--- src/rtl/core/rrts_pkg.sv ---
// ----------------------------------------------------------------------------
// rrts_pkg: shared definitions of the round-robin tick scheduler
// Field widths, command and register codes, the queue entry record and the
// control record that drives the row of queue cells.
// ----------------------------------------------------------------------------
`default_nettype none

package rrts_pkg;

   localparam int QUEUE_DEPTH_DEF = 16;

   localparam int ID_W       = 8;
   localparam int TIME_W     = 16;
   localparam int BURST_W    = 12;
   localparam int QUANT_W    = 8;
   localparam int SUM_W      = 32;
   localparam int CNT_W      = 16;
   localparam int CSR_DATA_W = 32;
   localparam int CSR_ADDR_W = 2;

   // request commands
   localparam logic CMD_ARRIVAL = 1'b0;
   localparam logic CMD_TICK    = 1'b1;

   // register map
   localparam logic [CSR_ADDR_W-1:0] CSR_QUANTUM_ADDR = 2'd0;
   localparam logic [QUANT_W-1:0]    QUANTUM_RESET    = 8'd1;

   typedef struct packed {
      logic [ID_W-1:0]    id;
      logic [TIME_W-1:0]  arrival;
      logic [BURST_W-1:0] burst;
      logic [BURST_W-1:0] served;
   } entry_type;

   // shift: every cell takes its right neighbor's entry
   // load:  the cell at the target index takes the broadcast entry instead
   typedef struct packed {
      logic shift;
      logic load;
   } chain_ctl_type;

   typedef enum logic {
      ST_IDLE,
      ST_EXEC
   } state_type;

endpackage

`default_nettype wire

--- src/rtl/core/rrts_req_if.sv ---
// ----------------------------------------------------------------------------
// rrts_req_if: request channel of the round-robin tick scheduler
// Valid/ready channel carrying one arrival or tick request.
// ----------------------------------------------------------------------------
`default_nettype none

interface rrts_req_if import rrts_pkg::*; ();
   logic               valid;
   logic               ready;
   logic               cmd;
   logic [ID_W-1:0]    proc_id;
   logic [BURST_W-1:0] burst;

   modport source (output valid, cmd, proc_id, burst, input ready);
   modport sink   (input valid, cmd, proc_id, burst, output ready);
endinterface

`default_nettype wire

--- src/rtl/core/rrts_rsp_if.sv ---
// ----------------------------------------------------------------------------
// rrts_rsp_if: response channel of the round-robin tick scheduler
// Valid/ready channel carrying one result per request.
// ----------------------------------------------------------------------------
`default_nettype none

interface rrts_rsp_if import rrts_pkg::*; ();
   logic               valid;
   logic               ready;
   logic               accepted;
   logic               busy_res;
   logic [ID_W-1:0]    run_id;
   logic [BURST_W-1:0] run_elapsed;
   logic               done_res;
   logic [TIME_W-1:0]  turnaround;
   logic [TIME_W-1:0]  waiting;
   logic [SUM_W-1:0]   total_turnaround;
   logic [SUM_W-1:0]   total_waiting;
   logic [CNT_W-1:0]   done_count;
   logic [TIME_W-1:0]  time_now;

   modport source (
      output valid, accepted, busy_res, run_id, run_elapsed, done_res, turnaround,
             waiting, total_turnaround, total_waiting, done_count, time_now,
      input  ready
   );
   modport sink (
      input  valid, accepted, busy_res, run_id, run_elapsed, done_res, turnaround,
             waiting, total_turnaround, total_waiting, done_count, time_now,
      output ready
   );
endinterface

`default_nettype wire

--- src/rtl/core/rrts_cell.sv ---
// ----------------------------------------------------------------------------
// rrts_cell: one slot of the ready queue
// Holds one entry; each cycle it holds, takes its right neighbor's entry, or
// loads the broadcast entry when the target index is its own.
// ----------------------------------------------------------------------------
`default_nettype none

module rrts_cell import rrts_pkg::*; #(
   parameter int IDX_W = 4,
   parameter int IDX   = 0
) (
   input  wire logic             clock,
   input  wire chain_ctl_type    ctl,
   input  wire logic [IDX_W-1:0] tgt_idx,
   input  wire entry_type        load_entry,
   input  wire entry_type        nbr_entry,
   output      entry_type        entry
);

   entry_type entry_ff;
   entry_type entry_in;
   logic      hit;

   assign hit = (tgt_idx == IDX_W'(IDX));

   always_comb begin
      entry_in = entry_ff;
      if (ctl.load && hit) begin
         entry_in = load_entry;
      end else if (ctl.shift) begin
         entry_in = nbr_entry;
      end
   end

   always_ff @(posedge clock) begin
      entry_ff <= entry_in;
   end

   assign entry = entry_ff;

endmodule

`default_nettype wire

--- src/rtl/core/rrts_chain.sv ---
// ----------------------------------------------------------------------------
// rrts_chain: the ready queue as a row of cells
// Cell 0 is the queue head; a shift moves every entry one place toward it.
// ----------------------------------------------------------------------------
`default_nettype none

module rrts_chain import rrts_pkg::*; #(
   parameter int QUEUE_DEPTH = QUEUE_DEPTH_DEF,
   localparam int IDX_W = $clog2(QUEUE_DEPTH)
) (
   input  wire logic             clock,
   input  wire chain_ctl_type    ctl,
   input  wire logic [IDX_W-1:0] tgt_idx,
   input  wire entry_type        load_entry,
   output      entry_type        head_entry
);

   entry_type cell_entry [QUEUE_DEPTH];

   for (genvar i = 0; i < QUEUE_DEPTH; i++) begin : g_cell
      entry_type nbr;
      if (i == QUEUE_DEPTH - 1) begin : g_last
         assign nbr = cell_entry[i];
      end else begin : g_mid
         assign nbr = cell_entry[i+1];
      end

      rrts_cell #(
         .IDX_W (IDX_W),
         .IDX   (i)
      ) u_cell (
         .clock      (clock),
         .ctl        (ctl),
         .tgt_idx    (tgt_idx),
         .load_entry (load_entry),
         .nbr_entry  (nbr),
         .entry      (cell_entry[i])
      );
   end

   assign head_entry = cell_entry[0];

endmodule

`default_nettype wire

--- src/rtl/core/round_robin_tick_scheduler_top.sv ---
// ----------------------------------------------------------------------------
// round_robin_tick_scheduler_top: round-robin scheduler with a bounded queue
// Arrival requests enqueue processes; tick requests run the head process for
// one unit and report completions with running totals.
// ----------------------------------------------------------------------------
// Each request passes through the idle and execute states: in idle the head
// cell of the queue is sampled and the served count, completion test, quantum
// test and turnaround are computed; in execute the chain of queue cells is
// updated (shift, rotate to tail, or append), the totals are accumulated and
// the response register is loaded. A new request is taken only once the
// previous one finishes; a response that is not taken holds the block in its
// execute state. The queue is a row of QUEUE_DEPTH cells, head at cell 0; no
// clearing pass is needed after reset. Arrivals to a full queue are answered
// with accepted low. The quantum register lies at byte address 0 and should
// be written only while idle.
// ----------------------------------------------------------------------------
`default_nettype none

module round_robin_tick_scheduler_top import rrts_pkg::*; #(
   parameter int QUEUE_DEPTH = QUEUE_DEPTH_DEF
) (
   input  wire logic                  clock,
   input  wire logic                  reset,
   rrts_req_if.sink                   req_chan,
   rrts_rsp_if.source                 rsp_chan,
   input  wire logic                  psel,
   input  wire logic                  penable,
   input  wire logic                  pwrite,
   input  wire logic [CSR_ADDR_W-1:0] paddr,
   input  wire logic [CSR_DATA_W-1:0] pwdata,
   output      logic [CSR_DATA_W-1:0] prdata,
   output      logic                  pready
);

   localparam int IDX_W = $clog2(QUEUE_DEPTH);
   localparam int OCC_W = $clog2(QUEUE_DEPTH + 1);

   // ------------------------------------------------------------------
   // configuration register
   // ------------------------------------------------------------------
   logic [QUANT_W-1:0] quantum_ff, quantum_in;

   assign pready = 1'b1;

   always_comb begin
      quantum_in = quantum_ff;
      if (psel && penable && pwrite && (paddr == CSR_QUANTUM_ADDR)) begin
         quantum_in = pwdata[QUANT_W-1:0];
      end
   end

   assign prdata = (paddr == CSR_QUANTUM_ADDR) ? CSR_DATA_W'(quantum_ff) : '0;

   // ------------------------------------------------------------------
   // scheduler state
   // ------------------------------------------------------------------
   state_type          state_ff, state_in;
   logic [OCC_W-1:0]   occ_ff, occ_in;
   logic [TIME_W-1:0]  time_ff, time_in;
   logic [QUANT_W-1:0] slice_ff, slice_in;
   logic [SUM_W-1:0]   sum_ta_ff, sum_ta_in;
   logic [SUM_W-1:0]   sum_wt_ff, sum_wt_in;
   logic [CNT_W-1:0]   count_ff, count_in;

   // capture when a request is taken
   logic               cmd_ff, cmd_in;
   logic [ID_W-1:0]    pid_ff, pid_in;
   logic [BURST_W-1:0] burst_ff, burst_in;
   logic               busy_ff, busy_in;
   logic               full_ff, full_in;
   logic               done_ff, done_in;
   logic               rot_ff, rot_in;
   logic [TIME_W-1:0]  ta_ff, ta_in;
   entry_type          run_ff, run_in;

   // response register
   logic               rsp_valid_ff, rsp_valid_in;
   logic               rsp_acc_ff, rsp_acc_in;
   logic               rsp_busy_ff, rsp_busy_in;
   logic [ID_W-1:0]    rsp_id_ff, rsp_id_in;
   logic [BURST_W-1:0] rsp_elapsed_ff, rsp_elapsed_in;
   logic               rsp_done_ff, rsp_done_in;
   logic [TIME_W-1:0]  rsp_ta_ff, rsp_ta_in;
   logic [TIME_W-1:0]  rsp_wt_ff, rsp_wt_in;
   logic [SUM_W-1:0]   rsp_sum_ta_ff, rsp_sum_ta_in;
   logic [SUM_W-1:0]   rsp_sum_wt_ff, rsp_sum_wt_in;
   logic [CNT_W-1:0]   rsp_count_ff, rsp_count_in;
   logic [TIME_W-1:0]  rsp_time_ff, rsp_time_in;

   // queue chain
   chain_ctl_type      chain_ctl;
   logic [IDX_W-1:0]   chain_tgt;
   entry_type          chain_load;
   entry_type          head_entry;

   logic               req_fire;
   logic               exec_fire;
   logic [QUANT_W:0]   slice_nx;
   logic [BURST_W-1:0] served_nx;
   logic [TIME_W-1:0]  wt;
   logic [SUM_W:0]     sum_ta_add;
   logic [SUM_W:0]     sum_wt_add;

   rrts_chain #(
      .QUEUE_DEPTH (QUEUE_DEPTH)
   ) u_chain (
      .clock      (clock),
      .ctl        (chain_ctl),
      .tgt_idx    (chain_tgt),
      .load_entry (chain_load),
      .head_entry (head_entry)
   );

   assign req_chan.ready = (state_ff == ST_IDLE);
   assign req_fire       = req_chan.valid && req_chan.ready;
   assign exec_fire      = (state_ff == ST_EXEC) && (!rsp_valid_ff || rsp_chan.ready);

   // head-cell evaluation for the request being taken
   assign served_nx = head_entry.served + BURST_W'(1);
   assign slice_nx  = {1'b0, slice_ff} + (QUANT_W+1)'(1);

   // waiting time, clamped at zero after time wraparound
   assign wt = (ta_ff >= TIME_W'(run_ff.burst)) ? (ta_ff - TIME_W'(run_ff.burst)) : '0;

   assign sum_ta_add = {1'b0, sum_ta_ff} + (SUM_W+1)'(ta_ff);
   assign sum_wt_add = {1'b0, sum_wt_ff} + (SUM_W+1)'(wt);

   // ------------------------------------------------------------------
   // capture stage
   // ------------------------------------------------------------------
   always_comb begin
      cmd_in   = cmd_ff;
      pid_in   = pid_ff;
      burst_in = burst_ff;
      busy_in  = busy_ff;
      full_in  = full_ff;
      done_in  = done_ff;
      rot_in   = rot_ff;
      ta_in    = ta_ff;
      run_in   = run_ff;
      if (req_fire) begin
         cmd_in        = req_chan.cmd;
         pid_in        = req_chan.proc_id;
         burst_in      = req_chan.burst;
         busy_in       = (occ_ff != '0);
         full_in       = (occ_ff == OCC_W'(QUEUE_DEPTH));
         done_in       = (served_nx >= head_entry.burst);
         rot_in        = (slice_nx >= {1'b0, quantum_ff});
         ta_in         = time_ff + TIME_W'(1) - head_entry.arrival;
         run_in        = head_entry;
         run_in.served = served_nx;
      end
   end

   // ------------------------------------------------------------------
   // control: state machine, queue update, totals, response
   // ------------------------------------------------------------------
   always_comb begin
      state_in       = state_ff;
      occ_in         = occ_ff;
      time_in        = time_ff;
      slice_in       = slice_ff;
      sum_ta_in      = sum_ta_ff;
      sum_wt_in      = sum_wt_ff;
      count_in       = count_ff;
      chain_ctl      = '0;
      chain_tgt      = '0;
      chain_load     = run_ff;
      rsp_valid_in   = rsp_valid_ff && !rsp_chan.ready;
      rsp_acc_in     = rsp_acc_ff;
      rsp_busy_in    = rsp_busy_ff;
      rsp_id_in      = rsp_id_ff;
      rsp_elapsed_in = rsp_elapsed_ff;
      rsp_done_in    = rsp_done_ff;
      rsp_ta_in      = rsp_ta_ff;
      rsp_wt_in      = rsp_wt_ff;
      rsp_sum_ta_in  = rsp_sum_ta_ff;
      rsp_sum_wt_in  = rsp_sum_wt_ff;
      rsp_count_in   = rsp_count_ff;
      rsp_time_in    = rsp_time_ff;

      case (state_ff)
         ST_IDLE: begin
            if (req_fire) begin
               state_in = ST_EXEC;
            end
         end
         ST_EXEC: begin
            if (exec_fire) begin
               state_in       = ST_IDLE;
               rsp_valid_in   = 1'b1;
               rsp_acc_in     = 1'b0;
               rsp_busy_in    = 1'b0;
               rsp_id_in      = '0;
               rsp_elapsed_in = '0;
               rsp_done_in    = 1'b0;
               rsp_ta_in      = '0;
               rsp_wt_in      = '0;
               rsp_time_in    = time_ff;

               if (cmd_ff == CMD_ARRIVAL) begin
                  // append at the tail unless the queue is full
                  if (!full_ff) begin
                     chain_ctl.load    = 1'b1;
                     chain_tgt         = occ_ff[IDX_W-1:0];
                     chain_load.id      = pid_ff;
                     chain_load.arrival = time_ff;
                     chain_load.burst   = burst_ff;
                     chain_load.served  = '0;
                     occ_in            = occ_ff + OCC_W'(1);
                     rsp_acc_in        = 1'b1;
                  end
               end else begin
                  time_in = time_ff + TIME_W'(1);
                  if (busy_ff) begin
                     rsp_busy_in    = 1'b1;
                     rsp_id_in      = run_ff.id;
                     rsp_elapsed_in = run_ff.served;
                     if (done_ff) begin
                        // retire the head: drop it and advance the row
                        chain_ctl.shift = 1'b1;
                        occ_in          = occ_ff - OCC_W'(1);
                        slice_in        = '0;
                        rsp_done_in     = 1'b1;
                        rsp_ta_in       = ta_ff;
                        rsp_wt_in       = wt;
                        sum_ta_in       = sum_ta_add[SUM_W] ? '1 : sum_ta_add[SUM_W-1:0];
                        sum_wt_in       = sum_wt_add[SUM_W] ? '1 : sum_wt_add[SUM_W-1:0];
                        if (count_ff != '1) begin
                           count_in = count_ff + CNT_W'(1);
                        end
                     end else if (rot_ff) begin
                        // quantum spent: advance the row, head goes to the tail
                        chain_ctl.shift = 1'b1;
                        chain_ctl.load  = 1'b1;
                        chain_tgt       = IDX_W'(occ_ff - OCC_W'(1));
                        slice_in        = '0;
                     end else begin
                        // keep running: write back the served count in place
                        chain_ctl.load = 1'b1;
                        chain_tgt      = '0;
                        slice_in       = slice_nx[QUANT_W-1:0];
                     end
                  end else begin
                     slice_in = '0;
                  end
               end

               rsp_sum_ta_in = sum_ta_in;
               rsp_sum_wt_in = sum_wt_in;
               rsp_count_in  = count_in;
            end
         end
         default: begin
            state_in = ST_IDLE;
         end
      endcase
   end

   // ------------------------------------------------------------------
   // registers
   // ------------------------------------------------------------------
   always_ff @(posedge clock) begin
      if (reset) begin
         state_ff     <= ST_IDLE;
         quantum_ff   <= QUANTUM_RESET;
         occ_ff       <= '0;
         time_ff      <= '0;
         slice_ff     <= '0;
         sum_ta_ff    <= '0;
         sum_wt_ff    <= '0;
         count_ff     <= '0;
         rsp_valid_ff <= 1'b0;
      end else begin
         state_ff     <= state_in;
         quantum_ff   <= quantum_in;
         occ_ff       <= occ_in;
         time_ff      <= time_in;
         slice_ff     <= slice_in;
         sum_ta_ff    <= sum_ta_in;
         sum_wt_ff    <= sum_wt_in;
         count_ff     <= count_in;
         rsp_valid_ff <= rsp_valid_in;
      end
   end

   always_ff @(posedge clock) begin
      cmd_ff         <= cmd_in;
      pid_ff         <= pid_in;
      burst_ff       <= burst_in;
      busy_ff        <= busy_in;
      full_ff        <= full_in;
      done_ff        <= done_in;
      rot_ff         <= rot_in;
      ta_ff          <= ta_in;
      run_ff         <= run_in;
      rsp_acc_ff     <= rsp_acc_in;
      rsp_busy_ff    <= rsp_busy_in;
      rsp_id_ff      <= rsp_id_in;
      rsp_elapsed_ff <= rsp_elapsed_in;
      rsp_done_ff    <= rsp_done_in;
      rsp_ta_ff      <= rsp_ta_in;
      rsp_wt_ff      <= rsp_wt_in;
      rsp_sum_ta_ff  <= rsp_sum_ta_in;
      rsp_sum_wt_ff  <= rsp_sum_wt_in;
      rsp_count_ff   <= rsp_count_in;
      rsp_time_ff    <= rsp_time_in;
   end

   // ------------------------------------------------------------------
   // response channel
   // ------------------------------------------------------------------
   assign rsp_chan.valid            = rsp_valid_ff;
   assign rsp_chan.accepted         = rsp_acc_ff;
   assign rsp_chan.busy_res         = rsp_busy_ff;
   assign rsp_chan.run_id           = rsp_id_ff;
   assign rsp_chan.run_elapsed      = rsp_elapsed_ff;
   assign rsp_chan.done_res         = rsp_done_ff;
   assign rsp_chan.turnaround       = rsp_ta_ff;
   assign rsp_chan.waiting          = rsp_wt_ff;
   assign rsp_chan.total_turnaround = rsp_sum_ta_ff;
   assign rsp_chan.total_waiting    = rsp_sum_wt_ff;
   assign rsp_chan.done_count       = rsp_count_ff;
   assign rsp_chan.time_now         = rsp_time_ff;

endmodule

`default_nettype wire
--- src/flat_wrapper.sv ---
// flat-port wrapper written by rule: the top's interface ports become plain ports
module round_robin_tick_scheduler_top_flat import rrts_pkg::*;
#(
   parameter int QUEUE_DEPTH = QUEUE_DEPTH_DEF
)
  (clock, reset, psel, penable, pwrite, paddr, pwdata, prdata, pready, req_chan_valid, req_chan_cmd, req_chan_proc_id, req_chan_burst, req_chan_ready, rsp_chan_valid, rsp_chan_accepted, rsp_chan_busy_res, rsp_chan_run_id, rsp_chan_run_elapsed, rsp_chan_done_res, rsp_chan_turnaround, rsp_chan_waiting, rsp_chan_total_turnaround, rsp_chan_total_waiting, rsp_chan_done_count, rsp_chan_time_now, rsp_chan_ready);
  rrts_req_if req_chan_i ();
  rrts_rsp_if rsp_chan_i ();
  input  wire logic clock;
  input  wire logic reset;
  input  wire logic psel;
  input  wire logic penable;
  input  wire logic pwrite;
  input  wire logic [CSR_ADDR_W-1:0] paddr;
  input  wire logic [CSR_DATA_W-1:0] pwdata;
  output      logic [CSR_DATA_W-1:0] prdata;
  output      logic pready;
  input wire logic [$bits(req_chan_i.valid)-1:0] req_chan_valid;
  input wire logic [$bits(req_chan_i.cmd)-1:0] req_chan_cmd;
  input wire logic [$bits(req_chan_i.proc_id)-1:0] req_chan_proc_id;
  input wire logic [$bits(req_chan_i.burst)-1:0] req_chan_burst;
  output wire logic [$bits(req_chan_i.ready)-1:0] req_chan_ready;
  output wire logic [$bits(rsp_chan_i.valid)-1:0] rsp_chan_valid;
  output wire logic [$bits(rsp_chan_i.accepted)-1:0] rsp_chan_accepted;
  output wire logic [$bits(rsp_chan_i.busy_res)-1:0] rsp_chan_busy_res;
  output wire logic [$bits(rsp_chan_i.run_id)-1:0] rsp_chan_run_id;
  output wire logic [$bits(rsp_chan_i.run_elapsed)-1:0] rsp_chan_run_elapsed;
  output wire logic [$bits(rsp_chan_i.done_res)-1:0] rsp_chan_done_res;
  output wire logic [$bits(rsp_chan_i.turnaround)-1:0] rsp_chan_turnaround;
  output wire logic [$bits(rsp_chan_i.waiting)-1:0] rsp_chan_waiting;
  output wire logic [$bits(rsp_chan_i.total_turnaround)-1:0] rsp_chan_total_turnaround;
  output wire logic [$bits(rsp_chan_i.total_waiting)-1:0] rsp_chan_total_waiting;
  output wire logic [$bits(rsp_chan_i.done_count)-1:0] rsp_chan_done_count;
  output wire logic [$bits(rsp_chan_i.time_now)-1:0] rsp_chan_time_now;
  input wire logic [$bits(rsp_chan_i.ready)-1:0] rsp_chan_ready;
  assign req_chan_i.valid = req_chan_valid;
  assign req_chan_i.cmd = req_chan_cmd;
  assign req_chan_i.proc_id = req_chan_proc_id;
  assign req_chan_i.burst = req_chan_burst;
  assign req_chan_ready = req_chan_i.ready;
  assign rsp_chan_valid = rsp_chan_i.valid;
  assign rsp_chan_accepted = rsp_chan_i.accepted;
  assign rsp_chan_busy_res = rsp_chan_i.busy_res;
  assign rsp_chan_run_id = rsp_chan_i.run_id;
  assign rsp_chan_run_elapsed = rsp_chan_i.run_elapsed;
  assign rsp_chan_done_res = rsp_chan_i.done_res;
  assign rsp_chan_turnaround = rsp_chan_i.turnaround;
  assign rsp_chan_waiting = rsp_chan_i.waiting;
  assign rsp_chan_total_turnaround = rsp_chan_i.total_turnaround;
  assign rsp_chan_total_waiting = rsp_chan_i.total_waiting;
  assign rsp_chan_done_count = rsp_chan_i.done_count;
  assign rsp_chan_time_now = rsp_chan_i.time_now;
  assign rsp_chan_i.ready = rsp_chan_ready;
  round_robin_tick_scheduler_top #(.QUEUE_DEPTH(QUEUE_DEPTH)) u_core (.clock(clock), .reset(reset), .req_chan(req_chan_i), .rsp_chan(rsp_chan_i), .psel(psel), .penable(penable), .pwrite(pwrite), .paddr(paddr), .pwdata(pwdata), .prdata(prdata), .pready(pready));
endmodule
--- config.mk ---
export PLATFORM = sky130hd
export DESIGN_NAME = round_robin_tick_scheduler_top_flat
export DESIGN_NICKNAME = d
export VERILOG_FILES = /design/src/rtl/core/rrts_pkg.sv /design/src/rtl/core/rrts_req_if.sv /design/src/rtl/core/rrts_rsp_if.sv /design/src/rtl/core/rrts_cell.sv /design/src/rtl/core/rrts_chain.sv /design/src/rtl/core/round_robin_tick_scheduler_top.sv /design/src/flat_wrapper.sv
export SDC_FILE = /design/constraint.sdc
export NUM_CORES = 2
export LEC_CHECK = 0
export BUFFER_PORTS_ARGS = -buffer_cell sky130_fd_sc_hd__buf_4
export CORE_AREA = 2 2 215 376
export DETAILED_ROUTE_END_ITERATION = 7
export DIE_AREA = 0 0 217 378
export PLACE_DENSITY = 0.83
export SLEW_MARGIN = 20
export SYNTH_ARGS = -nofsm -noshare
export SYNTH_HDL_FRONTEND = slang
export SYNTH_SLANG_ARGS = --single-unit
--- constraint.sdc ---
create_clock -name clock -period 13.42 [get_ports clock]
set_clock_uncertainty 0.05 [all_clocks]
set_input_delay 0 -clock clock [delete_from_list [all_inputs] [get_ports clock]]
set_output_delay 0 -clock clock [all_outputs]
set_load 0.03 [all_outputs]
==> metrics.md <==
| Metric | Value |
|---|---|
| Ys async rst share | 0 |
| Tightest Pin Transition | 1140 ps |
| R2r setup slk | 7580 ps |
| Max incr delay on CP | 630 ps |
| CTS tree | yes |
| Largest net degree at the start of global routing | 82 |
| Outcome | completed |
| TritonCTS Buffers | 95 |
| Avg Cell Area, Syn | 14.5 µm² |
| Final antenna diode count | 0 |
| Post-synth EDFFs | around 1,000 |
| Netlist area before placement | 0.0511 mm² |
| Clock-pin slew on the worst setup and hold paths | 70 ps |
| Core ar. | a little under 0.08 mm² |
| CP endpoint kind | flip-flop |
| CP max stage cell | nor2b_2 |
| Final HPWL DP | between 60,000 and 70,000 µm |
| FF+latch area | 0.0327 mm² |
| VDD IR max | 0.150 mV |
| Die height | ~380 µm |
| Vias per cell | 5.94 |
| RSZ-0062 raised after global routing | no |
| Setup_tns | 0 ps |
| Final max-slew violation count | 0 |
| Ordered list of cells on the worst path | inv_1 -> ha_1 -> inv_1 -> fa_1 -> a21o_1 -> a21o_1 -> a21oi_1 -> o21ai_0 -> nor2b_2 -> nor2_1 -> ha_1 -> fa_1 -> a211oi_1 -> o2111ai_2 -> a41oi_4 -> a211oi_4 -> nand2_1 -> and4_1 -> nor3_1 |
| Antenna violations before repair | 0 |
| Final Wtd Congestion | 0.912 |
| P&R area growth vs syn | 11.6% |
| Ys flop type | edfxtp_1 |
| Crit path kind | flip-flop to flip-flop |
| Final hold vios | 0 |
| H-tree depth | 3 |
| Max Cap Viol | 0 |
| Setup violators final | 0 |
| Port buffer count | about 200 |
| Final worst-path setup slack | around 7600 ps |
| Int Pwr | 5.74 mW |
| Die area | just over 0.08 mm² |
| FMAX | 171 MHz |
| Required time worst endpoint | 13,900 ps |
| DR iter-0 viols | 2,112 |
| DP Worst Slack | around 7300 ps |
| Tcrit/Tclk final | 0.435 |
| Sequential power share | 0.537 |
| Startpoint types | flip-flop |
| Total wire length | 98,500 µm |
| Clk_lat worst skew | 690 ps |
| Gr usage total | 0.241 |
| Sequential area share after synthesis | 0.639 |
| Tightest Hold Check Type | input port to flip-flop |
| Net Switching | about 1.7 mW |
| Filler Cell Count | roughly 4,900 |
| Initial core utilization | 0.645 |
| Area occupied by multi-input gates | 0.0173 mm² |
| Clock sinks | 1,127 |
| Die X-Extent | 217 µm |
| Vias in the first global route | around 30,000 |
| Global route total overflow | 0 |
| First drt pass iteration count | 6 |
| Row Count | 137 |
| P_leak | 20.2 nW |
| Gate power share | 0.076 |
| Clock share of power | 0.387 |
| Avg WL per Cell | roughly 20 µm |
| Sw Ratio | 0.226 |
| Count of different cell masters after synthesis | 93 |
| Post-CTS resize count | 0 |
| Layout cell share with drive strength beyond 1 | 0.320 |
| I/O Pins | between 200 and 250 |
| Synth Register Bits | 1,127 |
| Root buf cell | clkbuf_16 |
| Crit Path Max Fanout | 15 |
| Arr. time, crit path | roughly 6300 ps |
| Clock Tree Buf Depth | 3 |
| Number of remaining DRC errors | 0 |
| Post-route ant nets | 0 |
| Tmin final | 5840 ps |
| Post-Synthesis Cells | about 3,500 |
| Vias after detailed routing | ~29,000 |
| First-pass GRT wire length | 156,000 µm |
| Post-layout nets | 3,845 |
| Yosys warnings | 0 |
| Total power | 7.41 mW |
| Power per cell area | 130 mW/mm² |
| Slew Limit Headroom | 0.237 |
-- power by group through the flow --
stage	Clock, mW	Combinational (mW)	Sequential [mW]
after global routing	3.03	0.612	3.99
after CTS	2.91	0.558	3.98
after global placement	0	0.521	4.05
final	2.87	0.562	3.98
after floorplan	0	0.332	4.10
after detailed placement	0	0.540	4.06
-- sequential cells by signal, summed over array words and instances, names as in the netlist, 32 cells and up --
signal / flops
u_core.rsp_chan.total_turnaround: 32
u_core.sum_wt_ff: 32
u_core.run_ff: 48
u_core.u_chain.g_cell.u_cell.entry: 768
u_core.rsp_chan.total_waiting: 32
u_core.sum_ta_ff: 32
-- critical path: cells and delay by family (launching register included) --
kind	cells	cell delay (ps)
buf+inv	2	160
simple gates	5	1470
fa+ha+maj	4	1260
flops	1	390
compound gates	8	2350
-- metrics by stage --
step	utilization	hold WS, ps	std cells	cell area [µm²]
floorplan	-	48.9	3546	51200
global placement	0.672	130	4587	53200
detailed placement	0.672	130	4587	53200
CTS	0.719	3.70	4813	56900
global route	0.720	39.2	4813	57000
finish	0.720	42.3	4813	57000
-- synthesized netlist by cell type (all sizes together) (47+ instances only) --
cell type / count / share of area
xor2: 51 / 0.0087
nand2: 180 / 0.013
nor2: 220 / 0.016
inv: 78 / 0.0057
clkbuf: 127 / 0.0093
a21oi: 110 / 0.011
o21ai: 81 / 0.0080
mux2: 743 / 0.17
nor3: 76 / 0.0078
xnor2: 75 / 0.013
buf: 108 / 0.013
and3: 47 / 0.0058
ha: 86 / 0.021
dfxtp: 119 / 0.047
edfxtp: 1008 / 0.59
-- cells by family (layout without fill, tap and decap cells) --
| kind of cell | count (synthesis) | count (layout) | share of synthesized area |
|---|---|---|---|
| flip-flops | 1127 | 1127 | 0.639 |
| multiplexers | 759 | 759 | 0.169 |
| AND/OR/NAND/NOR | 734 | 734 | 0.0698 |
| AO/OA/AOI/OAI | 372 | 372 | 0.0490 |
| buffers and inverters | 313 | 538 | 0.0285 |
| XOR/XNOR | 126 | 126 | 0.0216 |
| adder cells (fa/ha/maj) | 90 | 90 | 0.0226 |
| other | 2 | 25 | 0.000147 |
-- metal layers --
layer / share of wire / wire length [µm] / vias to the layer above / track usage
met5: 0 / 0 / - / 0
met3: 0.041 / 4070 / 228 / 0.0358
met2: 0.54 / 53400 / 773 / 0.455
met1: 0.36 / 35700 / 14100 / 0.256
met4: 0.053 / 5260 / 0 / 0.130
li1: - / - / 13500 / -
-- area by class of cell --
type | count | share of cell area
multi-input combinational | 2106 | 0.303
clock buffer | 128 | 0.0467
inverter | 78 | 0.00522
clock inverter | 47 | 0.0102
sequential | 1127 | 0.572
timing repair buffer | 285 | 0.0397
tap | 1042 | 0.0229
-- final timing paths --
| check | startpoint | to | depth (start not counted) |
|---|---|---|---|
| max | u_core.ta_ff[0] | u_core.sum_wt_ff[20] | 19 |
| min | req_chan_burst[7] | u_core.burst_ff[7] | 2 |
| max reg2reg | u_core.ta_ff[0] | u_core.sum_wt_ff[20] | 19 |
| min reg2reg | u_core.u_chain.g_cell[0].u_cell.entry[40] | u_core.run_ff[40] | 0 |
-- placed cells by master (no fill, tap or decap), drive strengths merged, types with 23 or more instances in the layout --
cell type,netlist,final
dfxtp,119,119
a21oi,110,110
xnor2,75,75
a21o,26,26
clkinv,0,27
a211oi,37,37
nor3,76,76
buf,108,234
nor2,220,220
and3,47,47
edfxtp,1008,1008
ha,86,86
inv,78,80
o21a,23,23
mux2,743,743
dlygate4sd3,0,51
nand3,45,45
nand2,180,180
xor2,51,51
o21ai,81,81
and2,45,45
clkbuf,127,128
conb,2,25
-- repair_timing --
item | CTS | global route
buffers inserted | 0 | 0
hold buffers | 51 | 0
endpoints found under the setup margin | 0 | 0
hold endpoints to repair | 101 | 0
(Power assumes the default switching activity.)
